**config.mk**
```make
export PLATFORM = sky130hd
export DESIGN_NAME = gcdb_isqrt
export DESIGN_NICKNAME = d
export VERILOG_FILES = /design/src/rtl/great_circle_distance_bearing_core_defines.svh /design/src/rtl/gcdb_pkg.sv /design/src/rtl/gcdb_isqrt.sv
export SDC_FILE = /design/constraint.sdc
export NUM_CORES = 2
export LEC_CHECK = 0
export BUFFER_PORTS_ARGS = -buffer_cell sky130_fd_sc_hd__buf_4
export CAP_MARGIN = 30
export CORE_AREA = 2 2 394 396
export CTS_CLUSTER_SIZE = 30
export DETAILED_ROUTE_END_ITERATION = 10
export DIE_AREA = 0 0 396 398
export PLACE_DENSITY = 0.49
export SYNTH_ARGS = -nofsm -noshare
export SYNTH_HDL_FRONTEND = slang
export SYNTH_SLANG_ARGS = --single-unit
```
**constraint.sdc**
```tcl
create_clock -name clk -period 11.62 [get_ports clk]
set_clock_uncertainty 0.05 [all_clocks]
set_input_delay 2.324 -clock clk [delete_from_list [all_inputs] [get_ports clk]]
set_output_delay 2.324 -clock clk [all_outputs]
set_load 0.005 [all_outputs]
```
**src/rtl/great_circle_distance_bearing_core_defines.svh**
```systemverilog
// ----------------------------------------------------------------------------
// Great-circle core assertion macros
// Concurrent checks on clk with rst_n low disabling them; empty for synthesis.
// ----------------------------------------------------------------------------
`ifndef GREAT_CIRCLE_DISTANCE_BEARING_CORE_DEFINES_SVH
`define GREAT_CIRCLE_DISTANCE_BEARING_CORE_DEFINES_SVH
`ifndef SYNTHESIS
`define GCDB_ASSERT_IMP(lbl, ante, cons) \
  lbl: assert property (@(posedge clk) disable iff (!rst_n) (ante) |-> (cons)) \
    else $error("gcdb: same-cycle check failed");
`define GCDB_ASSERT_NXT(lbl, ante, cons) \
  lbl: assert property (@(posedge clk) disable iff (!rst_n) (ante) |=> (cons)) \
    else $error("gcdb: next-cycle check failed");
`else
`define GCDB_ASSERT_IMP(lbl, ante, cons)
`define GCDB_ASSERT_NXT(lbl, ante, cons)
`endif
`endif

```
**src/rtl/gcdb_pkg.sv**
```systemverilog
// ----------------------------------------------------------------------------
// Great-circle core package
// Shared constants, CORDIC arctangent table, stage counts and Q30 multiply.
// ----------------------------------------------------------------------------
package gcdb_pkg;

  localparam int ANGLE_FRAC_BITS_DEF = 23;

  localparam logic [22:0] RADIUS_RESET = 23'd6371000;
  localparam logic [24:0] DIST_MAX     = 25'd20420352;
  localparam logic [31:0] TWO_PI_Q29   = 32'd3373259426;

  // floor(2^37 / 45), used for divide-by-45 with one correction step
  localparam logic [31:0] RECIP_45       = 32'd3054198966;
  localparam int          RECIP_45_SHIFT = 37;

  localparam logic signed [33:0] Q30_ONE         = 34'sd1073741824;
  localparam logic signed [33:0] CORDIC_GAIN_Q30 = 34'sd652032874;

  localparam int CORDIC_STEPS           = 24;
  localparam int CORDIC_STEPS_PER_STAGE = 3;
  localparam int CORDIC_STAGES          = CORDIC_STEPS / CORDIC_STEPS_PER_STAGE;

  localparam int SQRT_BITS            = 31;
  localparam int SQRT_STEPS_PER_STAGE = 2;
  localparam int SQRT_STAGES          =
    (SQRT_BITS + SQRT_STEPS_PER_STAGE - 1) / SQRT_STEPS_PER_STAGE;

  localparam int CONV_STAGES = 4;

  localparam logic signed [33:0] ATAN_BAM [CORDIC_STEPS] = '{
    34'sd536870912, 34'sd316933406, 34'sd167458907, 34'sd85004756,
    34'sd42667331,  34'sd21354465,  34'sd10679838,  34'sd5340245,
    34'sd2670163,   34'sd1335087,   34'sd667544,    34'sd333772,
    34'sd166886,    34'sd83443,     34'sd41722,     34'sd20861,
    34'sd10430,     34'sd5215,      34'sd2608,      34'sd1304,
    34'sd652,       34'sd326,       34'sd163,       34'sd81
  };

  typedef logic signed [31:0] q30_t;

  // Q30 product, rounded half up
  function automatic q30_t qmul(input q30_t a, input q30_t b);
    logic signed [63:0] p;
    p = a * b + 64'sd536870912;
    return p[61:30];
  endfunction

endpackage

```
**src/rtl/gcdb_isqrt.sv**
```systemverilog
// ----------------------------------------------------------------------------
// Integer square root
// floor(sqrt(a * 2^30)) for a Q30 value, digit by digit, pipelined.
// ----------------------------------------------------------------------------
module gcdb_isqrt import gcdb_pkg::*; (
  input  logic                 clk,
  input  logic                 rst_n,
  input  logic                 in_vld,
  input  logic [SQRT_BITS-1:0] in_a,
  output logic                 out_vld,
  output logic [SQRT_BITS-1:0] out_root
);

  localparam int LAST = SQRT_STAGES - 1;
  localparam int RW   = 2 * SQRT_BITS + 1;

  logic                 vld_r  [SQRT_STAGES];
  logic [RW-1:0]        rem_r  [SQRT_STAGES];
  logic [SQRT_BITS-1:0] root_r [SQRT_STAGES];

  for (genvar st = 0; st < SQRT_STAGES; st++) begin : g_stage
    logic [RW-1:0]        rs, rn;
    logic [SQRT_BITS-1:0] qs, qn;
    logic                 vs;

    if (st == 0) begin : g_first
      assign rs = RW'({in_a, 30'b0});
      assign qs = '0;
      assign vs = in_vld;
    end else begin : g_next
      assign rs = rem_r[st-1];
      assign qs = root_r[st-1];
      assign vs = vld_r[st-1];
    end

    // rem holds v - root^2; trial is (root + 2^b)^2 - root^2
    always_comb begin
      rn = rs;
      qn = qs;
      for (int j = 0; j < SQRT_STEPS_PER_STAGE; j++) begin
        logic [RW-1:0] trial;
        trial = '0;
        if (st * SQRT_STEPS_PER_STAGE + j < SQRT_BITS) begin
          trial = (RW'(qn) << (SQRT_BITS - st * SQRT_STEPS_PER_STAGE - j))
                + (RW'(1) << (2 * (SQRT_BITS - 1 - st * SQRT_STEPS_PER_STAGE - j)));
          if (rn >= trial) begin
            rn = rn - trial;
            qn = qn | (SQRT_BITS'(1) << (SQRT_BITS - 1 - st * SQRT_STEPS_PER_STAGE - j));
          end
        end
      end
    end

    always_ff @(posedge clk) begin
      if (!rst_n) begin
        vld_r[st] <= 1'b0;
      end else begin
        vld_r[st] <= vs;
      end
    end

    always_ff @(posedge clk) begin
      rem_r[st]  <= rn;
      root_r[st] <= qn;
    end
  end

  assign out_vld  = vld_r[LAST];
  assign out_root = root_r[LAST];

endmodule
```
== After elaboration in Yosys (flattened, before gate mapping) ==
Memory sizes are Yosys's and may differ from the RTL's.
Index checks and enable logic that the tools add are counted.
W data, S select, Z words.

* Multiplexer cells: 80
* $lt $le $gt $ge: 31
* Bitwise gates (word level): 16
* $add $sub $neg: 61

{| class="wikitable"
|+ Operators with widths
! cell !! number
|-
| $mux W63 || 31
|-
| $ge A63 B33 Y1 || 1
|-
| $ge A63 B34 Y1 || 1
|-
| $ge A63 B35 Y1 || 1
|-
| $ge A63 B36 Y1 || 1
|-
| $ge A63 B37 Y1 || 1
|-
| $ge A63 B38 Y1 || 1
|-
| $ge A63 B39 Y1 || 1
|-
| $ge A63 B40 Y1 || 1
|-
| $ge A63 B41 Y1 || 1
|-
| $ge A63 B42 Y1 || 1
|-
| $ge A63 B43 Y1 || 1
|-
| $ge A63 B44 Y1 || 1
|-
| $ge A63 B45 Y1 || 1
|-
| $ge A63 B46 Y1 || 1
|-
| $ge A63 B47 Y1 || 1
|-
| $ge A63 B48 Y1 || 1
|-
| $ge A63 B49 Y1 || 1
|-
| $ge A63 B50 Y1 || 1
|-
| $ge A63 B51 Y1 || 1
|-
| $ge A63 B52 Y1 || 1
|-
| $ge A63 B53 Y1 || 1
|-
| $ge A63 B54 Y1 || 1
|-
| $ge A63 B55 Y1 || 1
|-
| 101 further kinds || 134
|}

* Output and inout bits: 32
* Bits of input ports: 34
* Memories kept: 3
* RAM bits: 1520
* Register bits: 0
* Word-level logic and storage cells: 191

{| class="wikitable"
|+ Memory list
! memory !! words !! width !! read ports !! clocked after memory_dff !! write ports !! line !! source
|-
| rem_r || 16 || 63 || 15 || 0 || 16 || gcdb_isqrt.sv:18 || <nowiki>logic [RW-1:0] rem_r [SQRT_STAGES];</nowiki>
|-
| root_r || 16 || 31 || 16 || 0 || 16 || gcdb_isqrt.sv:19 || <nowiki>logic [SQRT_BITS-1:0] root_r [SQRT_STAGES];</nowiki>
|-
| vld_r || 16 || 1 || 16 || 0 || 16 || gcdb_isqrt.sv:17 || <nowiki>logic vld_r [SQRT_STAGES];</nowiki>
|}

== Logic depth before layout (Yosys ltp) ==
An unclocked memory read counts as a cell.

* Depth after elaboration: 7
* Depth in mapped cells: 33
* Depth with buffers taken out: 28

== Least setup slack after synthesis ==
No wires, ideal clock.

* Path kind: register to register
* From: memory rem_r[1][305] (netlist bit)
* To: memory rem_r[1][344] (netlist bit)
* Arrival time: 7.191 ns
* Slack: 4.256 ns
* Library setup time: 0.123 ns
* Cell stages (with the launch flop): 29
* Data required time: 11.447 ns
* Buffers on the path: 5
* Clock period less this slack: 7.364 ns
* Path through: dfxtp_1 or4_4 or2_0 or3_1 a2111o_1 or2_1 or3_4 nor2_4 inv_2 clkbuf_1 clkbuf_1 nand2_1 nand2_1 ha_1 a21oi_1 o21bai_1 a2111oi_0 o31ai_1 o211a_1 o21a_1 a31o_2 a31oi_1 nand2_1 or4b_1 buf_2 or4_1 buf_2 buf_2 mux2_1

{| class="wikitable"
|+ RTL lines
! item !! line
|-
| start: declaration || gcdb_isqrt.sv:18
|}

==> qor.yml <==
r2r_slack_ns: 2.58
internal-power_uw: 8720
crit_path_top_delay_cell: "or4_2"
yosysTopAreaCellShare_pct: 31.6
tns_ns: 0
yosys_most_used_dff: "dfxtp_1"
cap_violations: 0
post_drt_wl_per_cell_um: 17.4
grt_pass1_vias: 46700
combPwrFrac_pct: 45.3
wl_um: 157000
io_pins: 66
synth_edf_count: 0
overflow: 0
ctsResizeCount: 0
hp-class: "reg -> reg"
area_growth_pct: 11.1
cp.arrival_ns: 9.59
worst-slew-pin-transition_ns: 1.07
synth_top_cell_by_area: "dfxtp_1"
ys_ff_latch: 887
postCtsSetupBuffers: 0
power_switching_uw: 6110
numCtsBuffers: 104
die_area_sq_um: 158000
fin_crit_sh_pct: 77.8
clkLatencyLatePin_ns: 0.71
synth_cell_type_count: 98
run_status: "finished clean"
synth_common_cells: "887 x dfxtp_1, 622 x nor2_1, 603 x nand2_1, 543 x a21oi_1, 494 x ha_1"
critical_path.max_stage_delay_ns: 1.12
vias: 47400
antenna_found_initial: 5
setup_violations: 0
critPathKind: "reg -> reg"
end_kind: "register"
clock_path_buffers: 3
route.detailed.drc: 0
syn_inst: 6851
power.leakage_uw: 0.0277
fillCellCount: 15700
clk_pin_slew_ns: 0.06
syn-mean-instance-area_sq_um: 8.21
synth.most_common_cell: "dfxtp_1"
p_per_area_nw_per_um2: 237
synth_fp_nets: 7387
htree_levels: 3
ant_nets: 0
clkPwrFrac_pct: 22.9
gp_congestion: 0.876
max_freq_mhz: 111
grt_pass1_wl_um: 253000
synthTopCellsByArea: "dfxtp_1 32%, ha_1 11%, xnor2_1 6.9%"
sw_frac_of_total_pct: 41.2
num_rows: 144
port_buffers: 65
grt_max_degree: 63
die_h_um: 398
hpwl_um: 127000
maxSlewHeadroom_pct: 27.7
fin_util_pct: 40.8
detailedRoute.firstPassIterationCount: 7
yosysWarnings: 0
startpoint_type: "register"
cp.required_ns: 12.17
cts_sinks: 887
cts_tree: "built"
die_width_um: 396
core_sq_um: 153000
synth_async_sr_flop_share_pct: 0
final_nets: 7420
fin_crit_ns: 9.04
cp_top_family: "compound AO/OA/AOI/OAI gates"
crit_fanout: 53
cts_hold_buf: 0
crit_top_cell: "nand2_1"
hold_viol: 0
drive_above_1_share_pct: 6.75
drt_iter0_drc: 2601
clock-root-buffer: "clkbuf_16"
rsz0062_at_grt: "false"
syn_area_sq_um: 56300
initial_core_util_pct: 36.7
slew_viol_final: 0
path_buf_inv: 2
grt_use_total_pct: 19.6
sequentialPowerShare_pct: 31.8
routed_via_density: 5.25
ir_drop_uv: 143
synth.yosys.seq_area_share_pct: 31.6
power groups by stage:
stage / Sequential, uW / Clock (uW) / Combinational (uW)
after floorplan: 4340 / 0 / 5300
after detailed placement: 4760 / 0 / 6640
final: 4720 / 3390 / 6720
after global placement: 4770 / 0 / 6650
after CTS: 4710 / 3500 / 6700
after global routing: 4820 / 3610 / 7520
through the flow:
step / worst slack [ns] / instances / hold WS [ns] / area (sq um) / power [uW]
2_1_floorplan: 4.26 / 6851 / 0.274 / 56300 / 9640
3_3_place_gp: 2.60 / 8820 / 0.281 / 58900 / 11400
3_5_place_dp: 2.49 / 8822 / 0.286 / 58900 / 11400
4_1_cts: 2.48 / 9012 / 0.279 / 62500 / 14900
5_1_grt: 1.63 / 9012 / 0.294 / 62500 / 16000
6_report: 2.58 / 9014 / 0.289 / 62500 / 14800
registers in the layout, indices dropped and copies added, names as in the netlist:
signal,cells
rem_r,600
root_r,271
vld_r,16
cell type report:
cell class | instances | area, sq um | share of cell area, %
diodes | 2 | 5.00 | 0.00801
clock buffers | 138 | 2930 | 4.69
clock inverters | 52 | 654 | 1.05
inverters | 428 | 1610 | 2.57
multi-input cells | 5367 | 36300 | 58.0
flip-flops and latches | 887 | 17800 | 28.4
well taps | 2044 | 2560 | 4.09
repair buffers | 96 | 718 | 1.15
cells in the final DEF (no fill, tap or decap), types with 86 or more instances in the layout:
cell         n
o21ai_0    313
clkbuf_16  105
nand3_1    162
xnor2_1    444
a21oi_1    543
mux2_2      86
nor3_1     169
nor2b_1     93
nand4_1     88
nand2_1    603
nor2_1     620
o21a_1      87
or3_1       94
inv_1      420
dfxtp_1    887
buf_4       95
nor4_1     128
a21o_1     188
xor2_1     252
ha_1       494
worst register-to-register path, delay by kind of cell, from the launching register on:
family                     cells  cell delay (ns)
AOI/OAI and AO/OA             12             4.03
and+or+nand+nor               11             3.27
adders and majority gates      2             0.59
DFF                            1             0.34
buffers and inverters          2             0.65
metal layers:
layer  routed length (um)  track usage (%)  vias to the layer above
met4                 3830             5.06                        0
met3                 4440             1.91                      207
met2                69600             32.2                      721
met5                    0                0                        -
li1                     -                -                    24400
met1                79200             27.4                    22000
logic make-up after synthesis:
kind of cell | Yosys count | share of synthesized area, %
simple gates | 2420 | 21.6
compound gates | 1636 | 18.5
flops | 887 | 31.6
xor+xnor | 696 | 10.8
buf+inv | 597 | 4.04
fa+ha+maj | 502 | 11.3
mux | 113 | 2.22
final timing paths:
path                  start              to  cells after the start
max          root_r[1][135]   rem_r[1][354]                     27
min reg2reg  root_r[1][142]  root_r[1][173]                      0
min          root_r[1][142]  root_r[1][173]                      0
max reg2reg  root_r[1][135]   rem_r[1][354]                     27
Note: power is estimated with default switching activity, not from simulation.
